`src/rtl/core/tsm_pkg.sv`:
```
// tsm_pkg: shared constants, types and state encoding for the timestamp merge block
// no dependencies; imported by every rtl/core module except tsm_ram
`timescale 1ns / 1ps

package tsm_pkg;

    localparam int CAPACITY    = 64;
    localparam int PTS_W       = 48;
    localparam int PTS_PORT_W  = 48;
    localparam int HANDLE_W    = 32;
    localparam int SCALE_W     = 16;
    localparam int IDX_W       = $clog2(CAPACITY);
    localparam int CNT_W       = $clog2(CAPACITY + 1);
    localparam int ENTRY_W     = PTS_W + HANDLE_W;
    localparam int PROD_W      = PTS_W + SCALE_W + 1;

    localparam logic [SCALE_W-1:0] SCALE_RESET = SCALE_W'(48);

    localparam logic [1:0] OP_PUSH_A = 2'd0;
    localparam logic [1:0] OP_PUSH_V = 2'd1;
    localparam logic [1:0] OP_POP    = 2'd2;
    localparam logic [1:0] OP_UNUSED = 2'd3;

    localparam logic [1:0] KIND_NONE  = 2'd0;
    localparam logic [1:0] KIND_AUDIO = 2'd1;
    localparam logic [1:0] KIND_VIDEO = 2'd2;

    typedef enum logic [3:0] {
        ST_IDLE,
        ST_DECODE,
        ST_SRCH,
        ST_SRCH_CMP,
        ST_CHK,
        ST_CHK_CMP,
        ST_SHIFT,
        ST_POP_RD,
        ST_POP_MUL,
        ST_POP_PICK,
        ST_POP_SHIFT,
        ST_FINISH
    } state_t;

    typedef struct packed {
        logic load;
        logic srch_init;
        logic srch_read;
        logic srch_upd;
        logic chk_read;
        logic ovr_write;
        logic set_drop;
        logic shift_init;
        logic shift_step;
        logic insert;
        logic pop_read;
        logic pop_mul;
        logic pop_pick;
        logic pop_step;
        logic pop_dec;
        logic finish;
    } cmd_t;

    typedef struct packed {
        logic [1:0] op;
        logic       srch_done;
        logic       pos_lt_fill;
        logic       key_eq;
        logic       full;
        logic       shift_done;
        logic       pop_any;
        logic       pop_done;
        logic       out_free;
    } sts_t;

endpackage

```
`src/rtl/core/tsm_ctrl.sv`:
```
// tsm_ctrl: sequencer for push search/shift and pop compare/shift
// depends on tsm_pkg
`timescale 1ns / 1ps

module tsm_ctrl
    import tsm_pkg::*;
(
    input  logic clk,
    input  logic rst_n,
    input  logic in_valid,
    output logic in_ready,
    input  sts_t sts,
    output cmd_t cmd
);

    state_t state_reg, state_next;

    always_ff @(posedge clk or negedge rst_n)
    begin
        if (!rst_n)
        begin
            state_reg <= ST_IDLE;
        end
        else
        begin
            state_reg <= state_next;
        end
    end

    always_comb
    begin
        state_next = state_reg;
        unique case (state_reg)
            ST_IDLE:
            begin
                if (in_valid)
                begin
                    state_next = ST_DECODE;
                end
            end
            ST_DECODE:
            begin
                priority if (sts.op == OP_PUSH_A || sts.op == OP_PUSH_V)
                begin
                    state_next = ST_SRCH;
                end
                else if (sts.op == OP_POP)
                begin
                    state_next = ST_POP_RD;
                end
                else
                begin
                    state_next = ST_FINISH;
                end
            end
            ST_SRCH:
            begin
                state_next = sts.srch_done ? ST_CHK : ST_SRCH_CMP;
            end
            ST_SRCH_CMP:
            begin
                state_next = ST_SRCH;
            end
            ST_CHK:
            begin
                priority if (sts.pos_lt_fill)
                begin
                    state_next = ST_CHK_CMP;
                end
                else if (sts.full)
                begin
                    state_next = ST_FINISH;
                end
                else
                begin
                    state_next = ST_SHIFT;
                end
            end
            ST_CHK_CMP:
            begin
                priority if (sts.key_eq || sts.full)
                begin
                    state_next = ST_FINISH;
                end
                else
                begin
                    state_next = ST_SHIFT;
                end
            end
            ST_SHIFT:
            begin
                if (sts.shift_done)
                begin
                    state_next = ST_FINISH;
                end
            end
            ST_POP_RD:
            begin
                state_next = ST_POP_MUL;
            end
            ST_POP_MUL:
            begin
                state_next = ST_POP_PICK;
            end
            ST_POP_PICK:
            begin
                state_next = sts.pop_any ? ST_POP_SHIFT : ST_FINISH;
            end
            ST_POP_SHIFT:
            begin
                if (sts.pop_done)
                begin
                    state_next = ST_FINISH;
                end
            end
            ST_FINISH:
            begin
                if (sts.out_free)
                begin
                    state_next = ST_IDLE;
                end
            end
            default:
            begin
                state_next = ST_IDLE;
            end
        endcase
    end

    always_comb
    begin
        cmd      = '0;
        in_ready = 1'b0;
        unique case (state_reg)
            ST_IDLE:
            begin
                in_ready = 1'b1;
                cmd.load = in_valid;
            end
            ST_DECODE:
            begin
                cmd.srch_init = (sts.op == OP_PUSH_A || sts.op == OP_PUSH_V);
            end
            ST_SRCH:
            begin
                cmd.srch_read = !sts.srch_done;
            end
            ST_SRCH_CMP:
            begin
                cmd.srch_upd = 1'b1;
            end
            ST_CHK:
            begin
                priority if (sts.pos_lt_fill)
                begin
                    cmd.chk_read = 1'b1;
                end
                else if (sts.full)
                begin
                    cmd.set_drop = 1'b1;
                end
                else
                begin
                    cmd.shift_init = 1'b1;
                end
            end
            ST_CHK_CMP:
            begin
                priority if (sts.key_eq)
                begin
                    cmd.ovr_write = 1'b1;
                end
                else if (sts.full)
                begin
                    cmd.set_drop = 1'b1;
                end
                else
                begin
                    cmd.shift_init = 1'b1;
                end
            end
            ST_SHIFT:
            begin
                cmd.insert     = sts.shift_done;
                cmd.shift_step = !sts.shift_done;
            end
            ST_POP_RD:
            begin
                cmd.pop_read = 1'b1;
            end
            ST_POP_MUL:
            begin
                cmd.pop_mul = 1'b1;
            end
            ST_POP_PICK:
            begin
                cmd.pop_pick = 1'b1;
            end
            ST_POP_SHIFT:
            begin
                cmd.pop_dec  = sts.pop_done;
                cmd.pop_step = !sts.pop_done;
            end
            ST_FINISH:
            begin
                cmd.finish = sts.out_free;
            end
            default:
            begin
                cmd = '0;
            end
        endcase
    end

endmodule

```
`config.mk`:
```
export PLATFORM = sky130hd
export DESIGN_NAME = tsm_ctrl
export DESIGN_NICKNAME = d
export VERILOG_FILES = /design/src/rtl/core/tsm_pkg.sv /design/src/rtl/core/tsm_ctrl.sv
export SDC_FILE = /design/constraint.sdc
export NUM_CORES = 1
export LEC_CHECK = 0
export BUFFER_PORTS_ARGS = -buffer_cell sky130_fd_sc_hd__buf_2
export CORE_MARGIN = 5
export CORE_UTILIZATION = 42
export CTS_CLUSTER_SIZE = 14
export DETAILED_ROUTE_END_ITERATION = 16
export PLACE_DENSITY_LB_ADDON = 0.1
export REMOVE_ABC_BUFFERS = 1
export SETUP_SLACK_MARGIN = 0.3
export SYNTH_ARGS = -nofsm -noshare
export SYNTH_HDL_FRONTEND = slang
export SYNTH_SLANG_ARGS = --single-unit
```
`constraint.sdc`:
```
create_clock -name clk -period 1.5 [get_ports clk]
set_input_delay 0.225 -clock clk [delete_from_list [all_inputs] [get_ports clk]]
set_output_delay 0.225 -clock clk [all_outputs]
set_load 0.05 [all_outputs]
```
==> run_results.csv, run 1 <==
group,metric,value,unit
status,status,"aborted with a tool error",
status,haltStage,"5_1_grt",
status,firstError,"[ERROR DPL-0038] Utilization greater than 100%, impossible to legalize",
sta,worstEpCategory,"output port",
synth,synth.distinct_cells,37,
placed_design,portBuffers,29,
clock_network,numCtsBuffers,3,
synth,ys_seq_area_share,18.3,%
floorplanning,die_h,46.0,µm
synth,synth_area,546,µm²
placed_design,gp_congestion,0.811,
synth,ys_seq_elements,4,
floorplanning,rows,13,
placed_design,hpwlAfterDp,1.31,mm
floorplanning,io_pins,30,
floorplanning,start_util,43.0,%
synth,synth.avg_cell_area,7.37,µm²
clock_network,cts-root-buf,"clkbuf_4",
sta,crit_endpoint,"cmd[11]",
synth,syn_inst,74,
floorplanning,die_x,46.0,µm
clock_network,cts_max_level,1,
global_route,grt_max_degree,9,
placed_design,dpl_cell_area,742,µm²
synth,ys_warn_count,0,
placed_design,post-place-ws,-0.0355,ns
clock_network,cts.path.max_buffers,2,
clock_network,clkSinkCount,4,
-- stage by stage --
| step | instances | hold slack (ns) |
|---|---|---|
| after floorplan | 69 | -0.0706 |
| after global placement | 124 | 0.0300 |
| after detailed placement | 124 | 0.0298 |
| after CTS | 136 | 0.181 |
-- cell families after synthesis --
group	Yosys count	synth area share (%)
simple gates	37	36.9
compound gates	19	25.7
buf+inv	11	13.5
flops	4	18.3
mux	2	3.67
fa+ha+maj	1	1.83
-- Yosys cell counts --
cell type   instances  area share [%]
nor2_1              8             5.5
and3_1              6             6.9
nor3_1              6             5.5
dfrtp_1             4              18
inv_1               4             2.8
nand2b_1            4             4.6
a21o_1              3             4.1
a21oi_1             3             2.8
nand2_1             3             2.1
a311oi_1            2             3.2
buf_6               2             4.1
mux2i_1             2             3.7
nand3_1             2             1.8
o22ai_1             2             2.3
a21boi_0            1             1.4
a221oi_2            1             2.8
a22oi_1             1             1.4
a31o_1              1             1.6
a31oi_1             1             1.1
and2b_1             1             1.4
buf_2               1            0.92
buf_4               1             1.4
buf_8               1             2.8
clkinvlp_2          1            0.92
inv_2               1            0.69
maj3_1              1             1.8
nand2_2             1             1.1
nor2_2              1             1.1
nor2b_1             1             1.1
nor3_2              1             1.8
nor4_1              1             1.1
o2111ai_1           1             1.6
o21ai_0             1            0.92
o21ai_1             1            0.92
o221ai_1            1             1.6
or2_1               1             1.1
or2_4               1             1.6
-- what timing repair did --
| action | CTS |
|---|---|
| resized for setup | 59 |
| endpoints found under the setup margin | 21 |
| endpoints found under the hold margin | 4 |
| setup buffers | 8 |
| hold buffers | 1 |
| pin swaps | 12 |
==> inputs of run 2 (changes only) <==
==> config.mk (replaced) <==
export PLATFORM = sky130hd
export DESIGN_NAME = tsm_ctrl
export DESIGN_NICKNAME = d
export VERILOG_FILES = /design/src/rtl/core/tsm_pkg.sv /design/src/rtl/core/tsm_ctrl.sv
export SDC_FILE = /design/constraint.sdc
export NUM_CORES = 1
export LEC_CHECK = 0
export BUFFER_PORTS_ARGS = -buffer_cell sky130_fd_sc_hd__buf_2
export CORE_AREA = 5 5 66 68
export DETAILED_ROUTE_END_ITERATION = 16
export DIE_AREA = 0 0 71 73
export PLACE_DENSITY_LB_ADDON = 0.15
export REMOVE_ABC_BUFFERS = 1
export SYNTH_ARGS = -nofsm -noshare
export SYNTH_HDL_FRONTEND = slang
export SYNTH_SLANG_ARGS = --single-unit
==> run 2 against run 1 <==
  * The flow now finishes, with violations (negative setup slack)
  * Synthesized cell count is the same
  * Synthesized area is the same
==> run_results.csv, run 2 <==
group,metric,value,unit
finish,fin_nets,139,
synth,synth_edf_count,0,
global_route,grt_pass1_wl,3.91,mm
sta,fin_tns_setup,-0.890,ns
sta,setup_slack,-0.115,ns
setup_path,cp_slowest_cell,"dfrtp_2",
synth,netlist_top_cells_area,"dfrtp_1 18%, and3_1 6.9%, nor3_1 5.5%, nor2_1 5.5%, nand2b_1 4.6%",
clock_network,cts.reportedPaths.clkPinSlew,0.03,ns
global_route,use_met2,15.6,%
global_route,grt-busiest-layer,"met2",
clock_network,cts.path.max_buffers,2,
synth,synth.distinct_cells,37,
finish,final_cells,174,
setup_path,critPathRequiredTime,1.27,ns
placed_design,gp_congestion,0.770,
synth,yosysMostFrequentCell,"nor2_1",
global_route,grt_util_met1,12.0,%
finish,layout_common_cells,"21 x buf_4, 12 x buf_2, 12 x buf_6",
global_route,track_usage,9.29,%
clock_network,clkSinkCount,4,
hold_path,whs_path_depth,2,
synth,synth_area,546,µm²
clock_network,numCtsBuffers,3,
setup_path,start_kind,"flip-flop",
synth,ys_seq_elements,4,
sta,finalSetupViolCount,15,
status,violations,"negative setup slack",
clock_network,cts-root-buf,"clkbuf_8",
synth,ys_seq_area_share,18.3,%
finish,nFillCells,421,
setup_path,cp_cell_sequence,"and2b_2, buf_4, and3_4, buf_8",
synth,synth_area_leader_cell,"dfrtp_1",
setup_path,arrival,1.39,ns
power_and_ir_drop,ir_worst_vdd,1.07,mV
sta,finClkSkew,0.00388,ns
synth,synth_top_area_share,18.3,%
synth,synth_mux_area_share,3.67,%
clock_network,cts_tree,"done",
synth,synth_top_family_by_area,"simple AND/OR/NAND/NOR gates",
floorplanning,start_util,14.4,%
clock_network,cts_max_level,1,
synth,synth_common_cells,"8 x nor2_1, 6 x and3_1, 6 x nor3_1",
floorplanning,die_x,71,µm
placed_design,dpl_cell_area,843,µm²
synth,synthXorXnorAreaFrac,0,%
setup_path,crit_start,"state_reg[3]",
setup_path,r2r_cells,6,
job,maxCapViolations,0,
route,drtAntennaViolNets,0,
synth,ys_warn_count,0,
finish,num_antenna_cells,0,
synth,synth_fa_ha_area_share,1.83,%
sta,grt_setup_unrepaired,"true",
route,drtIter0Drc,26,
status,status,"finished with violations",
global_route,grt_pass1_vias,801,
floorplanning,io_pins,30,
sta,worst_pin_slew,0.327,ns
finish,largest_reg_flops,4,
global_route,grt_max_degree,15,
route,vias_per_cell,4.23,
floorplanning,core,0.00380,mm²
synth,ys.flop_type,"dfrtp_1",
synth,synth_simple_gate_area_share,36.9,%
setup_path,crit_fanout,8,
global_route,grt-ovfl-total,0,
floorplanning,die_h,73,µm
synth,synth.avg_cell_area,7.37,µm²
power_and_ir_drop,cellLeakagePower,0.531,nW
finish,fin_area,0.00118,mm²
placed_design,portBuffers,29,
route,wire_per_inst,13.0,µm
route,drc,0,
setup_path,worst-setup-path-type,"reg2out",
finish,drive_gt1_share,68.5,%
clock_network,clkLatencyLatePin,0.21,ns
finish,seq_area,105,µm²
floorplanning,die_area,0.00518,mm²
hold_path,hold_path.class,"in2reg",
finish,fin_util,31.2,%
global_route,antenna_found_initial,0,
setup_path,r2r_setup_slack,0.09,ns
setup_path,crit-reg2reg-launch,"state_reg[0]",
route,drt_wl_total,2.26,mm
sta,fin_crit_sh,108,%
synth,async_flop_share,100,%
synth,syn_inst,74,
sta,finalCriticalPeriod,1.62,ns
finish,final_common_cell,"buf_4",
route,drt_pass1_iterations,4,
synth,synth_compound_area_share,25.7,%
sta,drv_slew,0,
floorplanning,rows,23,
placed_design,hpwlAfterDp,1.82,mm
finish,multi_input_comb_area,493,µm²
setup_path,worst_setup_path_end_kind,"output pin",
finish,area_growth,117,%
sta,slew-limit-headroom,78.1,%
hold_path,hp-start,"sts[8]",
route,via_count,736,
sta,finalHoldViolCount,0,
setup_path,cp_slowest_stage_delay,0.46,ns
power_and_ir_drop,powerDensity,2180,mW/mm²
placed_design,dp.cells,165,
sta,max_freq,0.619,GHz
global_route,use_met3,2.20,%
==> run 2: cell counts after synthesis <==
No cell type changed its count.
==> run 2: cell families (layout without fill, tap and decap cells) <==
family | Yosys count | count (layout)
buf+inv | 11 | 61
fa+ha+maj | 1 | 1
mux | 2 | 2
simple gates | 37 | 37
flops | 4 | 4
compound gates | 19 | 19
==> run 2: worst paths after layout <==
check	endpoint
setup / recovery	cmd[11]
hold / removal	state_reg[2]
setup reg to reg	state_reg[0]
hold reg to reg	state_reg[2]
max in group asynchronous	state_reg[1]
min in group asynchronous	state_reg[2]
==> run 2: power by group <==
group | total [mW] | internal [mW] | switching, mW
Combinational | 2.03 | 0.964 | 1.07
Clock | 0.222 | 0.171 | 0.0512
Sequential | 0.324 | 0.176 | 0.148
==> run 2: what timing repair did <==
action	CTS	global route
endpoints found under the setup margin	19	19
hold endpoints to repair	4	0
hold buffers	1	0
pin swaps	2	4
gates resized for setup	45	24
setup buffers	2	3
==> run 2: metrics by stage <==
step / worst slack, ns / hold slack (ns) / total power [mW]
after floorplan: -0.569 / -0.0706 / 1.17
after global placement: -0.109 / 0.0351 / 1.85
after detailed placement: -0.100 / 0.0313 / 1.84
after CTS: -0.116 / 0.213 / 2.33
after global routing: -0.161 / 0.227 / 2.76
final: -0.115 / 0.213 / 2.58
==> run 2: critical path: cells and delay by family (launching register included) <==
family | cells | cell delay [ns]
DFF | 1 | 0.46
and+or+nand+nor | 2 | 0.46
buffers and inverters | 2 | 0.26
==> run 2: metal layers <==
layer	vias up	wire, µm
met5	-	0
met4	0	17
met3	2	104
met2	21	1100
met1	342	1040
li1	371	-
==> run 2: final cells by class <==
class	instances	area share, %
clock buffers	3	3.49
inverters	6	2.01
multi-input cells	59	41.6
flip-flops and latches	4	8.88
well taps	50	5.29
repair buffers	52	38.7
(Power assumes the default switching activity.)
==> inputs of run 3 (changes only) <==
--- a/config.mk
+++ b/config.mk
@@ -5,10 +5,12 @@
 export SDC_FILE = /design/constraint.sdc
 export NUM_CORES = 1
 export LEC_CHECK = 0
-export BUFFER_PORTS_ARGS = -buffer_cell sky130_fd_sc_hd__buf_2
+export CELL_PAD_IN_SITES_DETAIL_PLACEMENT = 0
+export CELL_PAD_IN_SITES_GLOBAL_PLACEMENT = 1
 export CORE_AREA = 5 5 66 68
 export DETAILED_ROUTE_END_ITERATION = 16
 export DIE_AREA = 0 0 71 73
+export DONT_BUFFER_PORTS = 1
 export PLACE_DENSITY_LB_ADDON = 0.15
 export REMOVE_ABC_BUFFERS = 1
 export SYNTH_ARGS = -nofsm -noshare
==> run 3 against run 2 <==
  * The run still ends with negative setup slack left
  * Die area unchanged
  * Total power up 13%
  * Via count is 1.5% lower
==> run_results.csv, run 3 (same netlist as run 2, synthesis figures left out) <==
group,metric,value,unit
status,status,"finished with violations",
status,violations,"negative setup slack",
power_and_ir_drop,powerDensity,2310,mW/mm²
floorplanning,rows,23,
global_route,grt_pass1_wl,3.96,mm
sta,drv_slew,0,
sta,worst_pin_slew,0.267,ns
global_route,track_usage,9.73,%
route,vias_per_cell,4.37,
hold_path,hp-start,"sts[8]",
route,drt_wl_total,2.47,mm
sta,grt_setup_unrepaired,"true",
route,drtIter0Drc,13,
floorplanning,die_h,73,µm
power_and_ir_drop,switching_share,48.0,%
sta,whs,0.102,ns
clock_network,numCtsBuffers,3,
floorplanning,core,0.00380,mm²
route,drc,0,
route,drtAntennaViolNets,0,
finish,num_antenna_cells,0,
power_and_ir_drop,cellLeakagePower,0.546,nW
setup_path,cp_cell_sequence,"nand2b_2, nor3_4, buf_6",
clock_network,cts-root-buf,"clkbuf_8",
placed_design,dp.cells,147,
placed_design,gp_congestion,0.732,
finish,fin_nets,131,
setup_path,r2r_cells,7,
placed_design,post-place-ws,0.00960,ns
floorplanning,start_util,14.4,%
sta,finClkSkew,0.00346,ns
power_and_ir_drop,power,2.91,mW
placed_design,dpl_cell_area,866,µm²
finish,seq_area,105,µm²
setup_path,crit_fanout,6,
clock_network,cts_tree,"done",
setup_path,start_kind,"flip-flop",
setup_path,r2r-end,"state_reg[0]",
power_and_ir_drop,p_int,1.51,mW
route,drt_pass1_iterations,4,
route,via_count,725,
sta,fin_crit_sh,106,%
finish,final_common_cell,"buf_4",
power_and_ir_drop,seqPwrFrac,9.8,%
setup_path,worst-setup-path-type,"reg2out",
sta,finalCriticalPeriod,1.58,ns
hold_path,whs_path_depth,1,
clock_network,clkSinkCount,4,
power_and_ir_drop,ir_worst_vdd,0.699,mV
finish,area_growth,131,%
setup_path,worst_setup_path_end_kind,"output pin",
hold_path,hold_path_end,"state_reg[2]",
clock_network,cts.path.max_buffers,2,
clock_network,clkLatencyLatePin,0.22,ns
global_route,antenna_found_initial,0,
placed_design,portBuffers,0,
finish,largest_reg_flops,4,
sta,finalHoldViolCount,0,
clock_network,cts.reportedPaths.clkPinSlew,0.03,ns
sta,setup_slack,-0.0842,ns
global_route,grt-ovfl-total,0,
global_route,grt_pass1_vias,785,
setup_path,arrival,1.36,ns
sta,finalSetupViolCount,14,
route,wire_per_inst,14.9,µm
finish,nFillCells,416,
finish,fin_area,0.00126,mm²
power_and_ir_drop,clkPwrFrac,7.7,%
setup_path,crit-reg2reg-launch,"state_reg[0]",
sta,fin_tns_setup,-0.687,ns
job,maxCapViolations,0,
setup_path,cp_slowest_stage_delay,0.44,ns
finish,final_cells,166,
clock_network,cts_max_level,1,
sta,slew-limit-headroom,82.2,%
finish,fin_util,33.2,%
sta,max_freq,0.631,GHz
finish,drive_gt1_share,68.1,%
power_and_ir_drop,p_sw,1.40,mW
finish,layout_common_cells,"21 x buf_4, 12 x buf_6, 8 x buf_12",
setup_path,r2r_setup_slack,0.01,ns
setup_path,cp_slowest_cell,"dfrtp_2",
finish,multi_input_comb_area,526,µm²
global_route,grt_max_degree,10,
placed_design,hpwlAfterDp,1.79,mm
floorplanning,die_area,0.00518,mm²
hold_path,hold_path.class,"in2reg",
floorplanning,die_x,71,µm
floorplanning,io_pins,30,
setup_path,critPathRequiredTime,1.27,ns
power_and_ir_drop,comb_power_share,82.5,%
## run 3: final cells by class
type / count / share of cell area, %
Timing Repair Buffer: 44 / 39.9
Sequential cell: 4 / 8.33
Tap cell: 50 / 4.96
Multi-Input combinational cell: 59 / 41.7
Clock buffer: 3 / 3.27
Inverter: 6 / 1.88
## run 3: timing repair
| action | in CTS | in global routing |
|---|---|---|
| endpoints found under the setup margin | 17 | 19 |
| cloned | 0 | 1 |
| buffers inserted | 9 | 5 |
| hold endpoints to repair | 4 | 0 |
| hold buffers | 1 | 0 |
| resized for setup | 34 | 15 |
| pin swaps | 8 | 7 |
## run 3: worst max-delay path, delay by kind of cell, from the launching register on
kind	cells	cell delay, ns
AND/OR/NAND/NOR	2	0.52
flip-flops	1	0.44
buffers and inverters	1	0.19
## run 3: power by group through the flow
stage	combinational, mW	sequential [mW]	clock, mW
5_1_grt	2.57	0.294	0.244
2_1_floorplan	0.847	0.319	0
4_1_cts	2.00	0.285	0.234
6_report	2.40	0.285	0.224
3_3_place_gp	1.57	0.290	0
3_5_place_dp	1.55	0.294	0
## run 3: worst max path at each step
stage,start,endpoint,slack [ns],depth (start not counted)
after CTS,state_reg[3],cmd[8],-0.10,4
after detailed placement,state_reg[3],cmd[7],0.01,3
after global routing,state_reg[3],cmd[7],-0.15,3
final,state_reg[3],cmd[7],-0.08,3
after global placement,state_reg[3],cmd[7],-0.02,3
after floorplan,state_reg[2],cmd[13],-0.57,2
## run 3: per-layer routing
layer,vias to the layer above,track usage (%),wire length (µm)
met3,2,4.96,207
met4,0,1.25,14
li1,356,-,-
met2,22,17.4,1340
met1,345,10.6,910
met5,-,0,0
==> inputs of run 4 (changes only) <==
==> constraint.sdc (replaced) <==
create_clock -name clk -period 1.6 [get_ports clk]
set_input_delay 0.24 -clock clk [delete_from_list [all_inputs] [get_ports clk]]
set_output_delay 0.24 -clock clk [all_outputs]
set_load 0.05 [all_outputs]
==> run 4 against run 3 <==
  * The flow now finishes without violations
  * Cell count fell by 3.6%
  * Register-to-register slack improved by 0.16 ns
  * Via count fell by 6.9%
==> run_results.csv, run 4 (same netlist as run 2, synthesis figures left out) <==
group,metric,value,unit
finish,area_growth,97.5,%
clock_network,cts_max_level,1,
power_and_ir_drop,powerDensity,2080,mW/mm²
setup_path,arrival,1.33,ns
sta,finClkSkew,0.0000549,ns
route,vias_per_cell,4.22,
clock_network,cts_tree,"done",
global_route,grt_pass1_wl,3.33,mm
finish,fin_area,0.00108,mm²
floorplanning,core,0.00380,mm²
sta,drv_slew,0,
setup_path,critPathRequiredTime,1.36,ns
finish,layout_common_cells,"23 x buf_4, 7 x buf_6, 6 x buf_12",
sta,max_freq,0.636,GHz
sta,finalSetupViolCount,0,
route,via_count,675,
floorplanning,start_util,14.4,%
finish,multi_input_comb_area,455,µm²
route,drtAntennaViolNets,0,
global_route,track_usage,8.23,%
clock_network,clkLatencyLatePin,0.21,ns
floorplanning,rows,23,
clock_network,clkSinkCount,4,
clock_network,cts.path.max_buffers,2,
floorplanning,die_x,71,µm
sta,worst_pin_slew,0.352,ns
placed_design,portBuffers,0,
route,wire_per_inst,13.5,µm
sta,finalCriticalPeriod,1.57,ns
route,drtIter0Drc,23,
route,drt_pass1_iterations,4,
placed_design,gp_congestion,0.731,
setup_path,start_kind,"flip-flop",
setup_path,worst_setup_path_end_kind,"output pin",
placed_design,dpl_cell_area,838,µm²
route,wl_met1,816,µm
route,dr_wl_met2,1.14,mm
route,top_layer_used,"met4",
sta,slew-limit-headroom,76.4,%
finish,nFillCells,435,
clock_network,cts.reportedPaths.clkPinSlew,0.03,ns
global_route,grt_max_degree,16,
placed_design,hpwlAfterDp,1.71,mm
placed_design,post-place-ws,0.0826,ns
sta,finalHoldViolCount,0,
setup_path,worst-setup-path-type,"reg2out",
floorplanning,die_h,73,µm
route,drc,0,
power_and_ir_drop,cellLeakagePower,0.471,nW
hold_path,hold_path.class,"in2reg",
floorplanning,die_area,0.00518,mm²
sta,grt_setup_unrepaired,"true",
finish,seq_area,105,µm²
global_route,grt-ovfl-total,0,
global_route,grt_pass1_vias,656,
power_and_ir_drop,ir_worst_vdd,0.433,mV
power_and_ir_drop,power,2.24,mW
floorplanning,io_pins,30,
status,status,"completed",
clock_network,numCtsBuffers,3,
global_route,antenna_found_initial,0,
finish,fin_nets,125,
finish,num_antenna_cells,0,
clock_network,cts-root-buf,"clkbuf_8",
sta,fin_crit_sh,98.2,%
finish,largest_reg_flops,4,
job,maxCapViolations,0,
setup_path,crit_fanout,6,
finish,drive_gt1_share,62.7,%
route,drt_wl_total,2.16,mm
route,wl_met3,186,µm
sta,setup_slack,0.0282,ns
finish,final_common_cell,"buf_4",
[run 4: cell type report]
cell class	instances	area share [%]
Clock buffer	3	3.83
Timing Repair Buffer	38	36.1
Tap cell	50	5.81
Sequential cell	4	9.76
Multi-Input combinational cell	59	42.3
Inverter	6	2.21
[run 4: worst paths after layout]
kind | startpoint | endpoint | slack [ns] | cells past startpoint
min in group asynchronous | rst_n | state_reg[1] | 0.29 | 1
setup / recovery | state_reg[3] | cmd[9] | 0.03 | 4
setup reg to reg | state_reg[0] | state_reg[3] | 0.17 | 4
max in group asynchronous | rst_n | state_reg[3] | 1.13 | 1
hold reg to reg | state_reg[3] | state_reg[2] | 0.64 | 2
hold / removal | sts[8] | state_reg[2] | 0.12 | 1
[run 4: repair_timing]
action | CTS | global route
pin swaps | 3 | 3
setup buffers | 6 | 5
endpoints found under the setup margin | 17 | 16
hold endpoints to repair | 4 | 0
hold buffers | 1 | 0
cloned | 0 | 0
gates resized for setup | 11 | 19
[run 4: worst max-delay path, cell delays in order (launching register included)]
cell	delay, ns
dfrtp_2	0.42
and2b_2	0.26
o2111ai_2	0.12
nor2_1	0.14
buf_6	0.17
[run 4: routing by layer]
| metal | up-vias | global-route usage (%) |
|---|---|---|
| li1 | 344 | - |
| met1 | 309 | 9.17 |
| met2 | 20 | 14.4 |
| met4 | 0 | 2.51 |
| met5 | - | 0 |
| met3 | 2 | 3.31 |
[run 4: power by group]
group	leakage (nW)	total [mW]	internal [mW]	switching, mW
combinational	0.405	1.76	0.814	0.949
sequential	0.0443	0.267	0.166	0.101
clock	0.0216	0.209	0.160	0.0491
[run 4: per-stage QoR]
step                instances  setup TNS [ns]  hold slack [ns]  utilization (%)
floorplan                  69           -3.39          -0.0556                -
global placement          145               0          -0.0554             22.1
detailed placement        145               0          -0.0554             22.1
CTS                       155         -0.0191            0.118             25.5
global route              160          -0.104            0.123             28.4
finish                    160               0            0.120             28.4
